===== config.mk =====
export PLATFORM = sky130hd
export DESIGN_NAME = pixel_colour_filter_unit_flat
export DESIGN_NICKNAME = d
export VERILOG_FILES = /design/src/hdl/pcf_pkg.sv /design/src/hdl/pcf_in_if.sv /design/src/hdl/pcf_out_if.sv /design/src/hdl/pcf_datapath.sv /design/src/hdl/pixel_colour_filter_unit.sv /design/src/flat_wrapper.sv
export VERILOG_INCLUDE_DIRS = /design/src /design/src/hdl
export SDC_FILE = /design/constraint.sdc
export NUM_CORES = 1
export LEC_CHECK = 0
export BUFFER_PORTS_ARGS = -buffer_cell sky130_fd_sc_hd__buf_2
export CAP_MARGIN = 20
export CELL_PAD_IN_SITES_DETAIL_PLACEMENT = 1
export CELL_PAD_IN_SITES_GLOBAL_PLACEMENT = 1
export CORE_MARGIN = 1.5
export CORE_UTILIZATION = 55
export DETAILED_ROUTE_END_ITERATION = 6
export HOLD_SLACK_MARGIN = 0.02
export PLACE_DENSITY_LB_ADDON = 0.1
export SETUP_SLACK_MARGIN = 0.15
export SYNTH_ARGS = -nofsm -noshare
export SYNTH_HDL_FRONTEND = slang
export SYNTH_SLANG_ARGS = --single-unit

===== constraint.sdc =====
create_clock -name clk -period 16.7 [get_ports clk]
set_input_delay 3.34 -clock clk [delete_from_list [all_inputs] [get_ports clk]]
set_output_delay 3.34 -clock clk [all_outputs]
set_load 0.03 [all_outputs]

===== src/hdl/assert_macros.svh =====
// Assertion macros shared by the pixel colour filter RTL.
`ifndef ASSERT_MACROS_SVH
`define ASSERT_MACROS_SVH

// Checks a property on every rising edge of clk while reset is released.
`define PCF_ASSERT(label, prop, msg) \
    label: assert property (@(posedge clk) disable iff (!rst_n) prop) \
        else $error(msg);

// Checks that a condition never holds on a rising edge of clk.
`define PCF_ASSERT_NEVER(label, expr, msg) \
    `PCF_ASSERT(label, !(expr), msg)

`endif


===== src/hdl/pcf_pkg.sv =====
// Types and constants of the pixel colour filter.
package pcf_pkg;

    localparam int PIXEL_W = 32;
    localparam int CHAN_W  = 8;
    localparam int MODE_W  = 3;

    typedef enum logic [MODE_W-1:0] {
        MODE_NONE      = 3'd0,
        MODE_GREY      = 3'd1,
        MODE_SEPIA     = 3'd2,
        MODE_POSTERIZE = 3'd3,
        MODE_NEGATE    = 3'd4
    } filter_mode_t;

    // Sepia matrix in unsigned Q10.
    localparam int COEF_W = 10;
    localparam logic [COEF_W-1:0] SEPIA_RR = 10'd402;
    localparam logic [COEF_W-1:0] SEPIA_RG = 10'd787;
    localparam logic [COEF_W-1:0] SEPIA_RB = 10'd194;
    localparam logic [COEF_W-1:0] SEPIA_GR = 10'd357;
    localparam logic [COEF_W-1:0] SEPIA_GG = 10'd702;
    localparam logic [COEF_W-1:0] SEPIA_GB = 10'd172;
    localparam logic [COEF_W-1:0] SEPIA_BR = 10'd279;
    localparam logic [COEF_W-1:0] SEPIA_BG = 10'd547;
    localparam logic [COEF_W-1:0] SEPIA_BB = 10'd134;
    localparam int SEPIA_SHIFT = 10;
    localparam int SEPIA_SUM_W = 19;

    // Division by three as a multiply by 683 and a right shift by 11,
    // exact for every sum of three channels.
    localparam int GREY_SUM_W = 10;
    localparam logic [GREY_SUM_W-1:0] GREY_RECIP = 10'd683;
    localparam int GREY_SHIFT = 11;
    localparam int GREY_PROD_W = 2 * GREY_SUM_W;

    localparam logic [CHAN_W-1:0] ALPHA_OPAQUE  = 8'hFF;
    localparam logic [CHAN_W-1:0] POSTER_MASK   = 8'hE0;
    localparam logic [CHAN_W-1:0] CHAN_MAX      = 8'hFF;

endpackage


===== src/hdl/pcf_in_if.sv =====
// Input channel of the pixel colour filter: one pixel item per handshake.
interface pcf_in_if
    import pcf_pkg::*;
();
    logic               valid;
    logic               ready;
    logic [PIXEL_W-1:0] pixel_in;
    logic               last_in;

    modport source (output valid, output pixel_in, output last_in, input ready);
    modport sink (input valid, input pixel_in, input last_in, output ready);
endinterface


===== src/hdl/pcf_out_if.sv =====
// Output channel of the pixel colour filter: one filtered pixel item per handshake.
interface pcf_out_if
    import pcf_pkg::*;
();
    logic               valid;
    logic               ready;
    logic [PIXEL_W-1:0] pixel_out;
    logic               last_out;

    modport source (output valid, output pixel_out, output last_out, input ready);
    modport sink (input valid, input pixel_out, input last_out, output ready);
endinterface


===== src/hdl/pcf_datapath.sv =====
// Combinational filter datapath: grey, sepia, posterize, negate or pass-through of one pixel.
module pcf_datapath
    import pcf_pkg::*;
(
    input  filter_mode_t        mode,
    input  logic [PIXEL_W-1:0]  pixel,
    output logic [PIXEL_W-1:0]  result
);

    logic [CHAN_W-1:0]      red;
    logic [CHAN_W-1:0]      green;
    logic [CHAN_W-1:0]      blue;
    logic [GREY_SUM_W-1:0]  grey_sum;
    logic [GREY_PROD_W-1:0] grey_prod;
    logic [CHAN_W-1:0]      grey;
    logic [SEPIA_SUM_W-1:0] sepia_r_sum;
    logic [SEPIA_SUM_W-1:0] sepia_g_sum;
    logic [SEPIA_SUM_W-1:0] sepia_b_sum;
    logic [CHAN_W-1:0]      sepia_r;
    logic [CHAN_W-1:0]      sepia_g;
    logic [CHAN_W-1:0]      sepia_b;

    function automatic logic [SEPIA_SUM_W-1:0] weigh(
        input logic [COEF_W-1:0] c,
        input logic [CHAN_W-1:0] v
    );
        logic [COEF_W+CHAN_W-1:0] p;
        begin
            p = COEF_W'(c) * (COEF_W+CHAN_W)'(v);
            weigh = SEPIA_SUM_W'(p);
        end
    endfunction

    function automatic logic [CHAN_W-1:0] saturate(input logic [SEPIA_SUM_W-1:0] s);
        logic [SEPIA_SUM_W-SEPIA_SHIFT-1:0] q;
        begin
            q = s[SEPIA_SUM_W-1:SEPIA_SHIFT];
            if (q > (SEPIA_SUM_W-SEPIA_SHIFT)'(CHAN_MAX))
            begin
                saturate = CHAN_MAX;
            end
            else
            begin
                saturate = q[CHAN_W-1:0];
            end
        end
    endfunction

    assign red   = pixel[3*CHAN_W-1:2*CHAN_W];
    assign green = pixel[2*CHAN_W-1:CHAN_W];
    assign blue  = pixel[CHAN_W-1:0];

    assign grey_sum  = GREY_SUM_W'(red) + GREY_SUM_W'(green) + GREY_SUM_W'(blue);
    assign grey_prod = GREY_PROD_W'(grey_sum) * GREY_PROD_W'(GREY_RECIP);
    assign grey      = grey_prod[GREY_SHIFT+CHAN_W-1:GREY_SHIFT];

    assign sepia_r_sum = weigh(SEPIA_RR, red) + weigh(SEPIA_RG, green) + weigh(SEPIA_RB, blue);
    assign sepia_g_sum = weigh(SEPIA_GR, red) + weigh(SEPIA_GG, green) + weigh(SEPIA_GB, blue);
    assign sepia_b_sum = weigh(SEPIA_BR, red) + weigh(SEPIA_BG, green) + weigh(SEPIA_BB, blue);
    assign sepia_r     = saturate(sepia_r_sum);
    assign sepia_g     = saturate(sepia_g_sum);
    assign sepia_b     = saturate(sepia_b_sum);

    always_comb
    begin
        case (mode)
            MODE_GREY:
            begin
                result = {ALPHA_OPAQUE, grey, grey, grey};
            end
            MODE_SEPIA:
            begin
                result = {ALPHA_OPAQUE, sepia_r, sepia_g, sepia_b};
            end
            MODE_POSTERIZE:
            begin
                result = {ALPHA_OPAQUE, red & POSTER_MASK, green & POSTER_MASK,
                          blue & POSTER_MASK};
            end
            MODE_NEGATE:
            begin
                result = PIXEL_W'(0) - pixel;
            end
            default:
            begin
                result = pixel;
            end
        endcase
    end

endmodule


===== src/hdl/pixel_colour_filter_unit.sv =====
// Top level of the pixel colour filter: input register, filter datapath, result register.
// The unit takes one ARGB pixel item per clock while pix_in.ready is high and returns the
// filtered pixel once it has passed the input register and then the result register,
// with the whole filter computed in the single logic stage between them. A pixel is
// accepted while an earlier result still waits downstream, as long as one of the two
// registers can move. The filter mode is written through cfg_we and cfg_wdata and should
// only change while no pixel is in flight; mode values 5 to 7 pass pixels through.
`include "assert_macros.svh"

module pixel_colour_filter_unit
    import pcf_pkg::*;
(
    input  logic              clk,
    input  logic              rst_n,
    input  logic              cfg_we,
    input  logic [MODE_W-1:0] cfg_wdata,
    pcf_in_if.sink            pix_in,
    pcf_out_if.source         pix_out
);

    filter_mode_t       mode_reg;
    logic               s1_valid_reg;
    logic               s1_valid_next;
    logic [PIXEL_W-1:0] s1_pixel_reg;
    logic               s1_last_reg;
    logic               s2_valid_reg;
    logic               s2_valid_next;
    logic [PIXEL_W-1:0] s2_pixel_reg;
    logic [PIXEL_W-1:0] s2_pixel_next;
    logic               s2_last_reg;
    logic               in_accept;
    logic               s2_load;

    assign s2_load      = s1_valid_reg && (!s2_valid_reg || pix_out.ready);
    assign pix_in.ready = !s1_valid_reg || s2_load;
    assign in_accept    = pix_in.valid && pix_in.ready;

    pcf_datapath u_datapath (
        .mode   (mode_reg),
        .pixel  (s1_pixel_reg),
        .result (s2_pixel_next)
    );

    always_comb
    begin
        if (in_accept)
        begin
            s1_valid_next = 1'b1;
        end
        else if (s2_load)
        begin
            s1_valid_next = 1'b0;
        end
        else
        begin
            s1_valid_next = s1_valid_reg;
        end

        if (s2_load)
        begin
            s2_valid_next = 1'b1;
        end
        else if (pix_out.ready)
        begin
            s2_valid_next = 1'b0;
        end
        else
        begin
            s2_valid_next = s2_valid_reg;
        end
    end

    always_ff @(posedge clk or negedge rst_n)
    begin
        if (!rst_n)
        begin
            mode_reg     <= MODE_NONE;
            s1_valid_reg <= 1'b0;
            s2_valid_reg <= 1'b0;
        end
        else
        begin
            if (cfg_we)
            begin
                mode_reg <= filter_mode_t'(cfg_wdata);
            end
            s1_valid_reg <= s1_valid_next;
            s2_valid_reg <= s2_valid_next;
        end
    end

    always_ff @(posedge clk)
    begin
        if (in_accept)
        begin
            s1_pixel_reg <= pix_in.pixel_in;
            s1_last_reg  <= pix_in.last_in;
        end
        if (s2_load)
        begin
            s2_pixel_reg <= s2_pixel_next;
            s2_last_reg  <= s1_last_reg;
        end
    end

    assign pix_out.valid     = s2_valid_reg;
    assign pix_out.pixel_out = s2_pixel_reg;
    assign pix_out.last_out  = s2_last_reg;

    // An accepted pixel always lands in the input register.
    `PCF_ASSERT(a_accept_fills_s1, in_accept |=> s1_valid_reg, "accepted item was lost")

    // A pixel moved into the result register must be presented next cycle.
    `PCF_ASSERT(a_load_fills_s2, s2_load |=> s2_valid_reg, "result item was lost")

    // The input register may not be overwritten while its pixel is still held.
    `PCF_ASSERT_NEVER(a_no_overwrite, in_accept && s1_valid_reg && !s2_load,
        "input item overwritten")

    // Grey, sepia and posterize produce an opaque alpha.
    `PCF_ASSERT(a_opaque_alpha,
        (s2_load && (mode_reg == MODE_GREY || mode_reg == MODE_SEPIA ||
        mode_reg == MODE_POSTERIZE)) |=> (s2_pixel_reg[PIXEL_W-1:PIXEL_W-CHAN_W] == ALPHA_OPAQUE),
        "alpha not forced opaque")

    // Negation is the two's complement of the whole word.
    `PCF_ASSERT(a_negate_word,
        (s2_load && mode_reg == MODE_NEGATE) |=>
        (s2_pixel_reg == (PIXEL_W'(0) - $past(s1_pixel_reg))),
        "negated word mismatch")

endmodule

===== src/flat_wrapper.sv =====
// flat-port wrapper written by rule: the top's interface ports become plain ports
module pixel_colour_filter_unit_flat import pcf_pkg::*;
  (clk, rst_n, cfg_we, cfg_wdata, pix_in_valid, pix_in_pixel_in, pix_in_last_in, pix_in_ready, pix_out_valid, pix_out_pixel_out, pix_out_last_out, pix_out_ready);
  pcf_in_if pix_in_i ();
  pcf_out_if pix_out_i ();
  input  logic clk;
  input  logic rst_n;
  input  logic cfg_we;
  input  logic [MODE_W-1:0] cfg_wdata;
  input wire logic [$bits(pix_in_i.valid)-1:0] pix_in_valid;
  input wire logic [$bits(pix_in_i.pixel_in)-1:0] pix_in_pixel_in;
  input wire logic [$bits(pix_in_i.last_in)-1:0] pix_in_last_in;
  output wire logic [$bits(pix_in_i.ready)-1:0] pix_in_ready;
  output wire logic [$bits(pix_out_i.valid)-1:0] pix_out_valid;
  output wire logic [$bits(pix_out_i.pixel_out)-1:0] pix_out_pixel_out;
  output wire logic [$bits(pix_out_i.last_out)-1:0] pix_out_last_out;
  input wire logic [$bits(pix_out_i.ready)-1:0] pix_out_ready;
  assign pix_in_i.valid = pix_in_valid;
  assign pix_in_i.pixel_in = pix_in_pixel_in;
  assign pix_in_i.last_in = pix_in_last_in;
  assign pix_in_ready = pix_in_i.ready;
  assign pix_out_valid = pix_out_i.valid;
  assign pix_out_pixel_out = pix_out_i.pixel_out;
  assign pix_out_last_out = pix_out_i.last_out;
  assign pix_out_i.ready = pix_out_ready;
  pixel_colour_filter_unit u_core (.clk(clk), .rst_n(rst_n), .cfg_we(cfg_we), .cfg_wdata(cfg_wdata), .pix_in(pix_in_i), .pix_out(pix_out_i));
endmodule

# ---- After elaboration in Yosys (flattened, before gate mapping)
# Cells that the tools add are included.
dict set report totals {
  latch_bits 0
  register_bits 71
  inputBits 41
  romBits 0
  n_memories 0
  ram_bits 0
  out_inout_bits 35
}
dict set report op_classes {
  mux 8
  addsub 9
  eq_ne 4
  n_mul 10
  bitwise 0
  n_reduce_logical 8
  magnitude_cmp 3
  shifts 0
  n_div 0
}
# operator n
set op_table {}
lappend op_table {{$pmux 32 s4} 1}
lappend op_table {{$add 17x18->19} 3}
lappend op_table {{$add 19x16->19} 3}
lappend op_table {{$mul 9x8->17 const A} 3}
lappend op_table {{$mul 10x8->18 const A} 2}
lappend op_table {{$sub 1x32->32 const A} 1}
lappend op_table {{$mul 7x8->15 const A} 2}
lappend op_table {{$gt 9x8->1 const B} 3}
lappend op_table {{$mux 8} 3}
lappend op_table {{$mul 10x10->19 const B} 1}
lappend op_table {{$mul 8x8->16 const A} 1}
lappend op_table {{$mul 6x8->14 const A} 1}
lappend op_table {{$add 10x8->10} 1}
lappend op_table {{$add 8x8->9} 1}
lappend op_table {{$eq 3x2->1 const B} 2}
lappend op_table {{$mux 1} 4}
lappend op_table {{$reduce_bool 2->1} 2}
lappend op_table {{$eq 3x1->1 const B} 1}
lappend op_table {{$eq 3x3->1 const B} 1}
lappend op_table {{$logic_and 1x1->1} 2}
lappend op_table {{$logic_not 1->1} 2}
lappend op_table {{$logic_or 1x1->1} 2}

# ---- Longest topological paths before layout
# Gate-level depths: netlist of run 1.
dict set report logic_depth {
  ltp_word 6
  depth_mapped 33
}

# ---- By module
# A second synthesis of run 1 with hierarchy kept.
dict set report hier_totals {
  hier_cells 1668
  area_unflattened_um2 16498.3
}
# module cells_each area_per_inst_um2 n_inst
set by_module_without_submodules {}
lappend by_module_without_submodules {pcf_datapath 1588 14306.2 1}
lappend by_module_without_submodules {pixel_colour_filter_unit 80 2192.1 1}

# ---- Worst setup path after synthesis of run 1
# Ideal clock, no wire load.
dict set report synth_path {
  kind {reg-to-reg}
  from {register u_core.s1_pixel_reg[14]}
  to {register u_core.s2_pixel_reg[10] (netlist: u_core.pix_out.pixel_out[10]), data pin}
  setup_slack_ns 8.466
  required_ns 16.438
  arrival_ns 7.971
  path_stages_with_launch 31
  setup_ns 0.262
  cell_sequence {edfxtp_1 -> fa_1 -> inv_1 -> fa_1 -> inv_1 -> fa_1 -> inv_1 -> fa_1 -> inv_1 -> ha_1 -> o21a_1 -> nor2_1 -> xnor2_1 -> ha_1 -> inv_1 -> fa_1 -> fa_1 -> inv_1 -> fa_1 -> inv_1 -> fa_1 -> inv_1 -> ha_1 -> o21ai_0 -> nor2_1 -> o41ai_2 -> a21oi_2 -> o41a_1 -> mux2_4 -> a2111oi_2 -> nor2_1}
}
dict set report synth_between {
  elab_chain_len 6
  elab_cells_between_ends 9
  cone_classes {4 x add/sub; 2 x mul; 1 x order compare; 2 x mux}
}
# element line_no
set synth_lines {}
lappend synth_lines {{start, declared} pixel_colour_filter_unit.sv:24} ;# logic [PIXEL_W-1:0] s1_pixel_reg;
lappend synth_lines {{start signal, assigned} pixel_colour_filter_unit.sv:96} ;# s1_pixel_reg <= pix_in.pixel_in;
lappend synth_lines {{$mul 9x8->17} pcf_datapath.sv:29} ;# p = COEF_W'(c) * (COEF_W+CHAN_W)'(v);
lappend synth_lines {{$add 17x18->19} pcf_datapath.sv:58} ;# assign sepia_g_sum = weigh(SEPIA_GR, red) + weigh(SEPIA_GG, green) + weigh(SEPIA_GB, blue);
lappend synth_lines {{$add 19x16->19} pcf_datapath.sv:58}
lappend synth_lines {{$gt 9x8->1} pcf_datapath.sv:38} ;# if (q > (SEPIA_SUM_W-SEPIA_SHIFT)'(CHAN_MAX))
lappend synth_lines {{$mux 8} pcf_datapath.sv:38}
lappend synth_lines {{$pmux 32 s4 *} pcf_datapath.sv:66} ;# case (mode)
lappend synth_lines {{named net u_core.s2_pixel_next[10]} pixel_colour_filter_unit.sv:29} ;# logic [PIXEL_W-1:0] s2_pixel_next;
lappend synth_lines {{end signal, assigned} pixel_colour_filter_unit.sv:101} ;# s2_pixel_reg <= s2_pixel_next;
lappend synth_lines {{end, declared} pixel_colour_filter_unit.sv:28} ;# logic [PIXEL_W-1:0] s2_pixel_reg;
# The timed path passes the listed nets; every way through them passes the cells marked *.
# A chain may end at the register's enable or synchronous reset.

# ---- Worst setup path after layout of run 1
dict set report layout_path {
  from {register u_core.s1_pixel_reg[10]}
  to {register u_core.s2_pixel_reg[10] (netlist: u_core.pix_out.pixel_out[10]), data pin}
}
# Same word-level chain as after synthesis.

==> out/results.tsv, run 1 <==
metric	value	unit
first_pass_iters	5	
core.rowCount	63	
placed_cells	2199	
overflow	0	
grt_pass1_vias	14660	
worst_path_most_repeated_cell	inv_1	
synthCells	1726	
drive_gt1_frac	0.07229	
fin_crit_sh	0.5591	
cp-end-kind	register	
rsz0062_at_grt	no	
synth_edf_count	66	
outcome	completed	
drt-wirelength-per-cell	24.36	um
crit_path_start_kind	register	
cts_buffers	9	
synth_most_common_cell	inv_1	
ant_nets	0	
coreArea	29640	um^2
start_util	0.5599	
seq_area_frac_synth	0.1270	
postSynthAreaPerCell	9.615	um^2
cts_root_buf	clkbuf_16	
cts.sinks	71	
finalHoldViolCount	0	
ys_warn_count	0	
worstMarginPinSlew	1.160	ns
setup_violations	0	
max_clock_freq	107.1	MHz
required	16.78	ns
area_growth_syn_to_layout	7.713	%
nets	2462	
synth_fp_nets	2367	
cts_setup_buffers	0	
grt_usage	0.3580	
grt_max_degree	34	
viasPerCell	5.946	
cts_buffer_depth	2	
slew_headroom	0.2186	
critical_path_arrival	9.42	ns
critPathMaxStageDelay	0.78	ns
hold_class	register to register	
synth_area_leaders	ha_1 (31%), fa_1 (23%), edfxtp_1 (12%)	
cts_tree	built	
cts_resized	0	
maxCapViolations	0	
drv_slew	0	
diodes	0	
synth_cell_types	65	
cp_max_fo	12	
route.detailed.drc	0	
synth_top_area_cell	ha_1	
postRouteWirelength	53970	um
ys_ff_latch	71	
place.gp.congestion	1.023	
finClkSkew	0.01292	ns
antenna_found_initial	1	
vias	13180	
finalNonFillerCells	2216	
critPathSlowestCell	edfxtp_1	
portBuffers	75	
cts.clk_slew.worst_paths	0.06	ns
drt_iter0_drc	940	
io_pins	76	
path_class	register to register	
finalCriticalPeriod	9.336	ns
dieArea	31220	um^2
yosys-top-cells-count	inv_1 (419), ha_1 (411), fa_1 (189)	
dpl.hpwl	45110	um
yosys.area.top_type_share	0.3099	
die_y	176.7	um
syn_area	16600	um^2
synth_flop_cell	edfxtp_1	
grt_pass1_wl	82980	um
die-width	176.7	um
async_flop_share	0.07042	
tns	0	ns
htreeDepth	3	
clock_latency	0.34	ns
cts_hold_buf	0	
==> per-layer routing <==
metal | track usage | vias up | part of all wire
li1 | - | 5946 | -
met4 | 0.1614 | 2 | 0.053
met3 | 0.04360 | 134 | 0.061
met2 | 0.6111 | 484 | 0.48
met5 | 0 | - | 0.00022
met1 | 0.4539 | 6610 | 0.40
==> through the flow <==
| step | instance area (um^2) | util | setup slack, ns | hold slack, ns |
|---|---|---|---|---|
| floorplan | 16600 | - | 8.466 | 0.4003 |
| global placement | 17560 | 0.5926 | 7.706 | 0.4023 |
| detailed placement | 17560 | 0.5926 | 7.494 | 0.4102 |
| CTS | 17870 | 0.6029 | 7.406 | 0.4260 |
| global route | 17880 | 0.6031 | 6.973 | 0.4428 |
| finish | 17880 | 0.6031 | 7.364 | 0.4227 |
==> worst max-delay path: cells and delay by family (launching register included) <==
kind | cells | cell delay (ns)
adders and majority gates | 11 | 4.57
AOI/OAI and AO/OA | 7 | 2.19
DFF | 1 | 0.78
buffers and inverters | 8 | 0.69
and+or+nand+nor | 4 | 0.38
muxes | 1 | 0.35
xor gates and xnor gates | 1 | 0.13
==> cell type report <==
class / count / area (um^2)
sequential: 71 / 2107
tap: 390 / 488.0
inverter: 419 / 1573
timing repair buffer: 94 / 518.0
fill: 3390 / 11760
clock buffer: 9 / 225.2
multi-input combinational: 1226 / 12890
clock inverter: 7 / 78.83
==> path summary, 6_finish.rpt <==
kind                                         start                      endpoint  slack [ns]  depth (start not counted)
max in group asynchronous                    rst_n            u_core.mode_reg[1]       13.75                          1
min                             u_core.s1_last_reg       u_core.pix_out.last_out        0.42                          0
min in group asynchronous                    rst_n            u_core.mode_reg[0]        2.80                          1
max reg2reg                u_core.s1_pixel_reg[10]  u_core.pix_out.pixel_out[10]        7.36                         32
max                        u_core.s1_pixel_reg[10]  u_core.pix_out.pixel_out[10]        7.36                         32
min reg2reg                     u_core.s1_last_reg       u_core.pix_out.last_out        0.42                          0
==> cells in the final DEF, fill, tap and decap left out, types with 25 or more instances in the layout <==
master / netlist / final
a21o_1: 26 / 26
o21ai_0: 47 / 47
inv_1: 419 / 419
nand2_1: 38 / 38
fa_1: 189 / 189
nand3_1: 29 / 29
nor2_1: 74 / 74
xor2_1: 28 / 28
nor3_1: 25 / 25
edfxtp_1: 66 / 66
ha_1: 411 / 411
xnor2_1: 54 / 53
buf_2: 0 / 75
a21oi_1: 80 / 80
o21a_1: 25 / 25
==> kinds of logic (layout without fill, tap and decap cells) <==
family | count (synthesis) | in the layout | synth area share
adders and majority gates | 600 | 600 | 0.5378
buffers and inverters | 429 | 529 | 0.09703
AOI/OAI and AO/OA | 278 | 278 | 0.1102
and+or+nand+nor | 252 | 252 | 0.07562
xor gates and xnor gates | 82 | 82 | 0.04328
DFF | 71 | 71 | 0.1270
muxes | 14 | 14 | 0.009047
Power of run 1 is left out: the tool's default activity adds up to more than one toggle a clock period on the data nets, which glitch-free logic cannot reach.
==> run 2: changes to the inputs <==
- CORE_UTILIZATION: 55 -> 46
- clock period: 16.7 -> 8.3 ns (I/O delays scaled with it)
==> run 2 against run 1 <==
  * Core utilization decreased by 8.4 points
  * Count of clock-buffer cells in the layout unchanged
  * Cell count increased by 5.5%
  * Sequential share of layout area decreased by 0.38 points
  * Register-to-register slack got worse by 7.1 ns
  * Highest routed layer unchanged
==> out/results.tsv, run 2 (synthesized netlist as in run 1, its figures left out) <==
metric	value	unit	change
outcome	completed		
grt_pass1_wl	80960	um	-2.4%
overflow	0		unchanged
grt_max_degree	34		unchanged
critPathBufInv	10		+2
drv_slew	0		unchanged
dieArea	37230	um^2	+19%
cts.sinks	71		unchanged
required	8.39	ns	-8.39 ns
htreeDepth	3		unchanged
postRouteWirelength	53480	um	-0.92%
nets	2512		+2.0%
grt_pass1_vias	14010		-4.4%
dpl.hpwl	46070	um	+2.1%
antenna_found_initial	1		unchanged
cts_tree	built		
first_pass_iters	6		+1
layout_setup_ws	0.3022	ns	-7.062 ns
cts.clk_slew.worst_paths	0.07	ns	about the same
setup_violations	0		unchanged
rsz0062_at_grt	yes		
finalInstanceArea	18470	um^2	+3.3%
area_growth_syn_to_layout	11.26	%	
io_pins	76		unchanged
diodes	0		unchanged
path_class	register to register		
start_util	0.4666		-0.09336
finalCriticalPeriod	7.998	ns	-1.338 ns
layout_commonest_cell	inv_1		
cts_buffers	9		unchanged
cts_root_buf	clkbuf_16		
seqCellArea	2107	um^2	unchanged
cp-end-kind	register		
coreArea	35570	um^2	+20%
ant_nets	0		unchanged
maxCapViolations	0		unchanged
die-width	192.9	um	+9.2%
layout_common_cells	inv_1 (412), ha_1 (407), fa_1 (189)		
fin_crit_sh	0.9636		+0.4045
crit_path_start_kind	register		
place.gp.congestion	0.9375		-8.3%
vias	12940		-1.8%
cts_buffer_depth	2		unchanged
finClkSkew	0.01048	ns	-0.002438 ns
slew_headroom	0.2998		+0.08120
num-fill-cells	4148		+22%
critical_path_arrival	8.09	ns	-1.33 ns
route.detailed.drc	0		unchanged
place_ws	-0.006871	ns	-7.501 ns
finalHoldViolCount	0		unchanged
viasPerCell	5.535		-6.9%
drive_gt1_frac	0.1119		+0.03965
multi_input_area	13030	um^2	+1.1%
critPathMaxStageDelay	0.56	ns	-0.22 ns
grt_usage	0.2981		-0.05988
place_area	18010	um^2	+2.5%
path_delay_family	adder cells		
clock_latency	0.35	ns	about the same
worst_path_most_repeated_cell	fa_1		
critPathSlowestCell	fa_1		
hold_class	register to register		
cp_max_fo	4		-8
worstMarginPinSlew	1.050	ns	-0.1101 ns
drt_iter0_drc	681		-28%
die_y	192.9	um	+9.2%
max_clock_freq	125.0	MHz	+17%
cts_hold_buf	0		unchanged
core.rowCount	69		+9.5%
portBuffers	75		unchanged
finish.utilization	0.5191		-0.08400
drt-wirelength-per-cell	22.88	um	-6.1%
-- run 2: cell count changes in the layout (fill, tap and decap cells not counted), sizes merged --
| cell | change |
|---|---|
| buf | +50 |
| bufinv | -1 |
| clkinvlp | +1 |
-- run 2: cell type report --
cell class                 count  area share
clock buffer                   9     0.01220
clock inverter                 7    0.003320
inverter                     419     0.08517
tap                          461     0.03124
sequential                    71      0.1141
multi-input combinational   1226      0.7054
timing repair buffer         144     0.04858
-- run 2: layer usage --
metal | track usage | vias to the layer above | wire length [um]
met1 | 0.3953 | 6499 | 23560
met3 | 0.03493 | 87 | 2439
li1 | - | 6049 | -
met5 | 0 | - | 13
met2 | 0.5073 | 299 | 25600
met4 | 0.09586 | 2 | 1856
-- run 2: worst paths after layout --
check,cells after the start,slack (ns),from,to
setup / recovery,32,0.30,u_core.s1_pixel_reg[10],u_core.pix_out.pixel_out[10]
min in group asynchronous,1,1.11,rst_n,u_core.mode_reg[1]
hold / removal,0,0.43,u_core.s1_last_reg,u_core.pix_out.last_out
max in group asynchronous,1,7.05,rst_n,u_core.mode_reg[0]
hold reg to reg,0,0.43,u_core.s1_last_reg,u_core.pix_out.last_out
setup reg to reg,32,0.30,u_core.s1_pixel_reg[10],u_core.pix_out.pixel_out[10]
-- run 2: timing repair --
action                                 4_1_cts  5_1_grt
gates resized for setup                      6       25
setup endpoints to repair                    6       17
cloned                                       0        0
pin swaps                                   15       13
endpoints found under the hold margin        0        0
buffers inserted                             3        3
-- run 2: per-stage QoR --
step,cells,setup TNS [ns],hold slack [ns]
6_report,2337,0,0.4278
2_1_floorplan,1726,0,0.4003
3_3_place_gp,2314,0,0.4053
3_5_place_dp,2314,-0.006871,0.4138
5_1_grt,2337,-0.009344,0.4411
4_1_cts,2333,0,0.4307
Power of run 2 is left out for the same reason.
